$ cat config.mk
export PLATFORM = sky130hd
export DESIGN_NAME = adc_ema_and_moving_average_top
export DESIGN_NICKNAME = d
export VERILOG_FILES = /design/src/sv/adcema_pkg.sv /design/src/sv/adcema_ema.sv /design/src/sv/adcema_ring.sv /design/src/sv/adcema_div.sv /design/src/sv/adc_ema_and_moving_average_top.sv
export SDC_FILE = /design/constraint.sdc
export NUM_CORES = 2
export LEC_CHECK = 0
export BUFFER_PORTS_ARGS = -buffer_cell sky130_fd_sc_hd__buf_2
export CORE_UTILIZATION = 30
export CTS_CLUSTER_DIAMETER = 80
export DETAILED_ROUTE_END_ITERATION = 10
export GPL_TIMING_DRIVEN = 0
export SKIP_CTS_REPAIR_TIMING = 1
export SYNTH_ARGS = -nofsm -noshare
export SYNTH_HDL_FRONTEND = slang
export SYNTH_HIERARCHICAL = 1
export SYNTH_SLANG_ARGS = --single-unit
$ cat constraint.sdc
create_clock -name clk -period 14.4 [get_ports clk]
set_input_delay 1.44 -clock clk [delete_from_list [all_inputs] [get_ports clk]]
set_output_delay 1.44 -clock clk [all_outputs]
set_load 0.005 [all_outputs]
$ cat src/sv/adcema_pkg.sv
// Shared constants and types for the converter EMA / moving-average filter.
package adcema_pkg;

	localparam int WINDOW_DEF = 30;
	localparam int SAMPLE_W   = 14;
	localparam int WEIGHT_W   = 17;
	localparam int Q_W        = 22;
	localparam int FRAC_W     = 8;
	localparam int SAMPLE_MAX = 16383;

	localparam logic [WEIGHT_W-1:0] WEIGHT_ONE   = 17'd65536;
	localparam logic [WEIGHT_W-1:0] WEIGHT_RESET = 17'd32768;

	// one sample moving into the averaging state
	typedef struct packed {
		logic                en;
		logic [SAMPLE_W-1:0] sample;
	} step_t;

endpackage

$ cat src/sv/adcema_ema.sv
// Exponential average state: level += weight * (sample - level), truncated.
module adcema_ema (
	input  logic                          clk,
	input  logic                          arst_n,
	input  adcema_pkg::step_t             step,
	input  logic [adcema_pkg::WEIGHT_W-1:0] weight,
	output logic [adcema_pkg::Q_W-1:0]    level
);
	import adcema_pkg::*;

	localparam int DIFF_W = Q_W + 1;
	localparam int PROD_W = DIFF_W + WEIGHT_W + 1;

	logic [Q_W-1:0]           level_q;
	logic signed [DIFF_W-1:0] diff;
	logic signed [WEIGHT_W:0] w_s;
	logic signed [PROD_W-1:0] prod;
	logic signed [Q_W+1:0]    lvl_ext;
	logic signed [Q_W+1:0]    lvl_next;

	always_comb begin
		diff     = $signed({1'b0, step.sample, {FRAC_W{1'b0}}}) - $signed({1'b0, level_q});
		w_s      = $signed({1'b0, weight});
		prod     = diff * w_s;
		lvl_ext  = $signed({2'b00, level_q});
		// floor(prod / 2^16) fits in Q_W+2 bits
		lvl_next = lvl_ext + prod[16 +: Q_W + 2];
	end

	always_ff @(posedge clk or negedge arst_n) begin
		if (!arst_n) begin
			level_q <= '0;
		end else if (step.en) begin
			level_q <= lvl_next[Q_W-1:0];
		end
	end

	assign level = level_q;

endmodule

$ cat src/sv/adcema_ring.sv
// Sample ring with running window sum; read of the retiring slot is prefetched.
module adcema_ring #(
	parameter int WINDOW = adcema_pkg::WINDOW_DEF,
	parameter int SUM_W  = $clog2(WINDOW * adcema_pkg::SAMPLE_MAX + 1)
) (
	input  logic              clk,
	input  logic              arst_n,
	input  adcema_pkg::step_t step,
	output logic [SUM_W-1:0]  sum
);
	import adcema_pkg::*;

	localparam int SLOT_W = $clog2(WINDOW);
	localparam logic [SLOT_W-1:0] SLOT_LAST = SLOT_W'(WINDOW - 1);

	logic [SAMPLE_W-1:0] mem_q [WINDOW];
	logic [WINDOW-1:0]   fill_q;
	logic [SLOT_W-1:0]   slot_q;
	logic [SLOT_W-1:0]   slot_next;
	logic [SAMPLE_W-1:0] rd_data_q;
	logic                rd_vld_q;
	logic [SUM_W-1:0]    sum_q;
	logic [SAMPLE_W-1:0] old_sample;

	always_comb begin
		if (step.en) begin
			slot_next = (slot_q == SLOT_LAST) ? '0 : slot_q + 1'b1;
		end else begin
			slot_next = slot_q;
		end
		// never-written slots read as zero
		old_sample = rd_vld_q ? rd_data_q : '0;
	end

	// storage; next slot differs from the one written whenever a write happens
	always_ff @(posedge clk) begin
		if (step.en) begin
			mem_q[slot_q] <= step.sample;
		end
		rd_data_q <= mem_q[slot_next];
	end

	always_ff @(posedge clk or negedge arst_n) begin
		if (!arst_n) begin
			fill_q   <= '0;
			rd_vld_q <= 1'b0;
			slot_q   <= '0;
			sum_q    <= '0;
		end else begin
			rd_vld_q <= fill_q[slot_next];
			if (step.en) begin
				fill_q[slot_q] <= 1'b1;
				slot_q         <= slot_next;
				sum_q          <= sum_q - SUM_W'(old_sample) + SUM_W'(step.sample);
			end
		end
	end

	assign sum = sum_q;

	a_slot_range: assert property (@(posedge clk) disable iff (!arst_n)
		slot_q <= SLOT_LAST)
		else $error("ring slot out of range");

	a_sum_bound: assert property (@(posedge clk) disable iff (!arst_n)
		sum_q <= SUM_W'(WINDOW * SAMPLE_MAX))
		else $error("window sum exceeds full-scale bound");

	a_fill_set: assert property (@(posedge clk) disable iff (!arst_n)
		step.en |=> fill_q[$past(slot_q)])
		else $error("written slot not marked filled");

endmodule

$ cat src/sv/adcema_div.sv
// Window mean: (sum << 8) / WINDOW by exact reciprocal multiply.
module adcema_div #(
	parameter int WINDOW = adcema_pkg::WINDOW_DEF,
	parameter int SUM_W  = $clog2(WINDOW * adcema_pkg::SAMPLE_MAX + 1)
) (
	input  logic [SUM_W-1:0]           sum,
	output logic [adcema_pkg::Q_W-1:0] mean
);
	import adcema_pkg::*;

	localparam int X_W   = SUM_W + FRAC_W;
	localparam int SHIFT = X_W + $clog2(WINDOW);
	localparam int M_W   = X_W + 1;
	localparam int P_W   = X_W + M_W;
	// ceil(2^SHIFT / WINDOW): exact floor quotient for any X_W-bit dividend
	localparam logic [63:0] RECIP = ((64'd1 << SHIFT) + 64'(WINDOW) - 64'd1) / 64'(WINDOW);

	logic [X_W-1:0] dividend;
	logic [P_W-1:0] prod;
	logic [P_W-1:0] quot;

	always_comb begin
		dividend = {sum, {FRAC_W{1'b0}}};
		prod     = P_W'(dividend) * P_W'(RECIP[M_W-1:0]);
		quot     = prod >> SHIFT;
		mean     = quot[Q_W-1:0];
	end

endmodule

$ cat src/sv/adc_ema_and_moving_average_top.sv
// Throughput: one transaction per cycle when neither side stalls; either side may stall freely.
// Stages: input register, averaging state update (EMA and ring sum), output register.
// Reset clears all valid flags, both averages, the ring fill flags and slot; weight = 1/2.
// Ring entries not yet written read as zero, so no clearing pass is needed after reset.
// Config writes are always ready and must only be issued while the pipe is empty.
module adc_ema_and_moving_average_top #(
	parameter int WINDOW = adcema_pkg::WINDOW_DEF
) (
	input  logic                            clk,
	input  logic                            arst_n,
	// configuration
	input  logic                            cfg_valid,
	output logic                            cfg_ready,
	input  logic [adcema_pkg::WEIGHT_W-1:0] ema_weight,
	// sample in
	input  logic                            in_valid,
	output logic                            in_stall,
	input  logic [adcema_pkg::SAMPLE_W-1:0] sample,
	// result out
	output logic                            out_valid,
	input  logic                            out_stall,
	output logic [adcema_pkg::SAMPLE_W-1:0] raw_echo,
	output logic [adcema_pkg::Q_W-1:0]      ema_out,
	output logic [adcema_pkg::Q_W-1:0]      mean_out
);
	import adcema_pkg::*;

	localparam int SUM_W = $clog2(WINDOW * SAMPLE_MAX + 1);

	logic [WEIGHT_W-1:0] weight_q;

	logic                valid_s1;
	logic [SAMPLE_W-1:0] sample_s1;
	logic                valid_s2;
	logic [SAMPLE_W-1:0] raw_s2;
	logic                valid_s3;
	logic [SAMPLE_W-1:0] raw_s3;
	logic [Q_W-1:0]      ema_s3;
	logic [Q_W-1:0]      mean_s3;

	logic                adv1;
	logic                adv2;
	logic                in_take;
	step_t               step;
	logic [Q_W-1:0]      ema_level;
	logic [SUM_W-1:0]    win_sum;
	logic [Q_W-1:0]      win_mean;

	// pipeline flow: a stage moves when the one after it is empty or moving
	always_comb begin
		adv2        = valid_s2 && (!valid_s3 || !out_stall);
		adv1        = valid_s1 && (!valid_s2 || adv2);
		in_stall    = valid_s1 && !adv1;
		in_take     = in_valid && !in_stall;
		step.en     = adv1;
		step.sample = sample_s1;
	end

	assign cfg_ready = 1'b1;

	// weight stored already clamped to one
	always_ff @(posedge clk or negedge arst_n) begin
		if (!arst_n) begin
			weight_q <= WEIGHT_RESET;
		end else if (cfg_valid && cfg_ready) begin
			weight_q <= (ema_weight > WEIGHT_ONE) ? WEIGHT_ONE : ema_weight;
		end
	end

	always_ff @(posedge clk or negedge arst_n) begin
		if (!arst_n) begin
			valid_s1 <= 1'b0;
			valid_s2 <= 1'b0;
			valid_s3 <= 1'b0;
		end else begin
			if (in_take) begin
				valid_s1 <= 1'b1;
			end else if (adv1) begin
				valid_s1 <= 1'b0;
			end
			if (adv1) begin
				valid_s2 <= 1'b1;
			end else if (adv2) begin
				valid_s2 <= 1'b0;
			end
			if (adv2) begin
				valid_s3 <= 1'b1;
			end else if (!out_stall) begin
				valid_s3 <= 1'b0;
			end
		end
	end

	// payload registers
	always_ff @(posedge clk) begin
		if (in_take) begin
			sample_s1 <= sample;
		end
		if (adv1) begin
			raw_s2 <= sample_s1;
		end
		if (adv2) begin
			raw_s3  <= raw_s2;
			ema_s3  <= ema_level;
			mean_s3 <= win_mean;
		end
	end

	// EMA and ring state hold the s2 values while s2 is occupied
	adcema_ema u_ema (
		.clk    (clk),
		.arst_n (arst_n),
		.step   (step),
		.weight (weight_q),
		.level  (ema_level)
	);

	adcema_ring #(
		.WINDOW (WINDOW),
		.SUM_W  (SUM_W)
	) u_ring (
		.clk    (clk),
		.arst_n (arst_n),
		.step   (step),
		.sum    (win_sum)
	);

	adcema_div #(
		.WINDOW (WINDOW),
		.SUM_W  (SUM_W)
	) u_div (
		.sum  (win_sum),
		.mean (win_mean)
	);

	assign out_valid = valid_s3;
	assign raw_echo  = raw_s3;
	assign ema_out   = ema_s3;
	assign mean_out  = mean_s3;

	a_weight_clamped: assert property (@(posedge clk) disable iff (!arst_n)
		weight_q <= WEIGHT_ONE)
		else $error("stored weight above one");

	a_stall_needs_item: assert property (@(posedge clk) disable iff (!arst_n)
		!valid_s1 |-> !in_stall)
		else $error("input stalled with empty first stage");

	a_s2_filled: assert property (@(posedge clk) disable iff (!arst_n)
		adv1 |=> valid_s2 && raw_s2 == $past(sample_s1))
		else $error("state-update stage lost a transaction");

endmodule

==> summary.md <==
| Metric | Value |
|---|---|
| Antenna Violating Nets Remaining | `0` |
| Via-to-Cell Ratio | `4.74` |
| Yosys warnings | `6` |
| Final Hold Viols | `0` |
| Crit Path Class | `flip-flop to flip-flop` |
| Synth unique cells | `100` |
| Period utilization | `0.858` |
| Via count | `27588` |
| Failing checks | `design-rule violations` |
| #FFs+latches synth | `617` |
| Area leader, netlist | `edfxtp_1` |
| Startpoint types | `flip-flop` |
| Antenna violations before repair | `8` |
| FF-to-FF End | `u_ema/level[19]$_DFFE_PN0P_` |
| Setup tns final | `0 ps` |
| Std-Cell Rows | `139` |
| DRT iter0 DRCs | `2107` |
| Crit path from | `sample_s1[0]$_DFFE_PP_` |
| Number of global-route vias before repair | `28279` |
| Layout Nets | `4580` |
| Area delta synth->final | `13.6%` |
| Final Worst Setup Slack | `2050 ps` |
| IO Count | `97` |
| Final Util | `0.343` |
| CP endpoint | `u_ema/level[19]$_DFFE_PN0P_` |
| RSZ-0062 raised after global routing | `false` |
| Die height | `382 µm` |
| Grt total ovfl | `0` |
| Syn Inst Count | `3667` |
| CP Capture Type | `flip-flop` |
| Layout Skew | `43.3 ps` |
| Max-cap violations | `0` |
| Dpl ws | `2310 ps` |
| Clk_lat worst skew | `670 ps` |
| Non-filler cells, final | `5819` |
| Largest stage delay on the critical path | `1000 ps` |
| Yosys top cell area share | `0.350` |
| H-tree Lvls | `3` |
| Clk buf depth | `3` |
| Placed wire-length estimate | `86700 µm` |
| Gr usage total | `0.154` |
| Die footprint | `0.146 mm²` |
| R2R depth | `41` |
| Main synth FF type | `edfxtp_1` |
| Slew Limit Fails | `0` |
| Fillers | `14256` |
| First drt pass iteration count | `9` |
| Placed Cells | `5687` |
| Critical path peak fanout | `19` |
| Fraction of layout cells with a size suffix above 1 | `0.118` |
| Post-synth EDFFs | `506` |
| Critical-path top delay cell | `edfxtp_1` |
| Post-synth ARST share | `0.157` |
| Register area share after synthesis | `0.412` |
| Critical R2R Launch | `sample_s1[0]$_DFFE_PP_` |
| Post-Syn Area | `0.0434 mm²` |
| Synth area leaders | `edfxtp_1, fa_1, ha_1` |
| Flop-to-flop setup slack | `2050 ps` |
| Buf+Inv Stages, Crit Path | `5` |
| Syn nets | `4388` |
| Core area | `0.144 mm²` |
| Status | `complete, but fails checks` |
| Placer Congestion | `0.918` |
| Largest net degree at the start of global routing | `81` |
| Mean post-synth cell area | `11.8 µm²` |
| Crit path DAT | `12840 ps` |
| Hold Path Class | `flip-flop to flip-flop` |
| Initial Util | `0.302` |
| Final setup fails | `0` |
| First-pass GRT wire length | `172000 µm` |
| DR WL/cell | `19.2 µm` |
| TritonCTS Buffers | `70` |
| Chip Width | `382 µm` |
| FMAX | `0.0810 GHz` |
| Req. time, crit path | `14890 ps` |
| Minimum clock period | `12350 ps` |
| Rel. slew slack | `0.0458` |
| CTS tree | `yes` |
| CP most frequent cell | `fa_1` |
| Worst-Margin Slew | `1430 ps` |
| Family with the most delay on the worst path | `adder cells` |
| Register clock-pin slew on the reported worst setup and hold paths | `60 ps` |
| Port bufs | `94` |
| Clock Root Buffer | `clkbuf_16` |
| Drt total wl | `112000 µm` |
| Levels on crit path | `41` |
| # clock sinks | `617` |
| DRC viols | `78` |
worst min-delay path by stage:
stage	startpoint	to	slack [ps]	cells past startpoint
detailed placement	raw_s2[0]$_DFFE_PP_	raw_echo[0]$_DFFE_PP_	400	0
finish	raw_s2[3]$_DFFE_PP_	raw_echo[3]$_DFFE_PP_	420	0
CTS	raw_s2[0]$_DFFE_PP_	raw_echo[0]$_DFFE_PP_	420	0
floorplan	raw_s2[0]$_DFFE_PP_	raw_echo[0]$_DFFE_PP_	400	0
global route	raw_s2[4]$_DFFE_PP_	raw_echo[4]$_DFFE_PP_	430	0
global placement	raw_s2[13]$_DFFE_PP_	raw_echo[13]$_DFFE_PP_	400	0
Yosys cell counts, types with 6 or more instances:
master    count
inv_1       662
edfxtp_1    506
fa_1        423
nand2_1     393
ha_1        262
and2_1      218
a21oi_1     155
dfrtp_1      96
mux4_2       91
nor2_1       88
clkbuf_1     85
xnor2_1      77
o21ai_0      73
nand3_1      49
mux2i_1      41
nor3_1       41
or2_2        32
a21o_1       31
xor2_1       29
buf_2        23
o21a_1       19
a211o_1      18
nand4_1      17
a31oi_1      14
dfxtp_1      14
nor2b_1      12
nand2b_1     11
and3_1       10
o211ai_1     10
o21bai_1     10
a211oi_1      9
nor2_2        9
o21ai_1       9
buf_6         8
mux2_2        6
area by class of cell:
class	count	area (µm²)	area share
Tap cell	1903	2380	0.0483
Buffer	127	592	0.0120
Antenna cell	2	5.00	0.000101
Multi-Input combinational cell	2257	22500	0.456
Clock inverter	36	564	0.0114
Timing Repair Buffer	120	1060	0.0215
Clock buffer	91	1850	0.0375
Inverter	666	2500	0.0507
Sequential cell	617	17900	0.363
per-stage QoR:
stage	cell area, µm²	hold slack, ps
6_report	49300	418
3_3_place_gp	46300	403
2_1_floorplan	43400	400
4_1_cts	49200	420
5_1_grt	49300	429
3_5_place_dp	46800	405
kinds of logic (layout without fill, tap and decap cells):
family,after synthesis,in the layout,synth area share
buffers and inverters,793,1040,0.0712
adder cells (fa/ha/maj),685,685,0.271
AO/OA/AOI/OAI,405,405,0.0595
XOR/XNOR,107,107,0.0219
flip-flops,617,617,0.412
other,1,3,0.0000864
AND/OR/NAND/NOR,920,920,0.106
multiplexers,139,139,0.0585
layer usage:
metal	vias to the layer above	share of wire	track usage
met1	14014	0.47	0.228
met3	125	0.066	0.0247
li1	12543	-	-
met2	906	0.44	0.235
met5	-	0	0
met4	0	0.024	0.0379
cell usage in the layout, fill, tap and decap left out, drive strengths merged, types with 42 or more instances in the layout:
| master | count |
|---|---|
| a21oi | 156 |
| xnor2 | 77 |
| ha | 262 |
| fa | 423 |
| edfxtp | 506 |
| buf | 161 |
| and2 | 220 |
| dfrtp | 96 |
| nor3 | 42 |
| nor2 | 98 |
| nand3 | 49 |
| o21ai | 84 |
| clkbuf | 176 |
| nand2 | 393 |
| inv | 670 |
| mux4 | 91 |
sequential cells by signal, summed over array words and instances (netlist names), 14 cells and up:
name / count
sample_s1: 14
mean_out: 22
u_ema/level: 22
weight_q: 17
ema_out: 22
u_ring/sum: 19
u_ring/mem_q: 420
raw_echo: 14
u_ring/fill_q: 30
raw_s2: 14
u_ring/rd_data_q: 14
worst register-to-register path: cells and delay by family (launching register included):
family,cells,cell delay [ps]
AOI/OAI and AO/OA,15,3650
adders and majority gates,9,3980
DFF,1,1000
buffers and inverters,5,750
and+or+nand+nor,8,1500
muxes,1,100
xor gates and xnor gates,3,1180
Power is left out: the tool's default activity adds up to more than one toggle a clock period on the data nets, which glitch-free logic cannot reach.
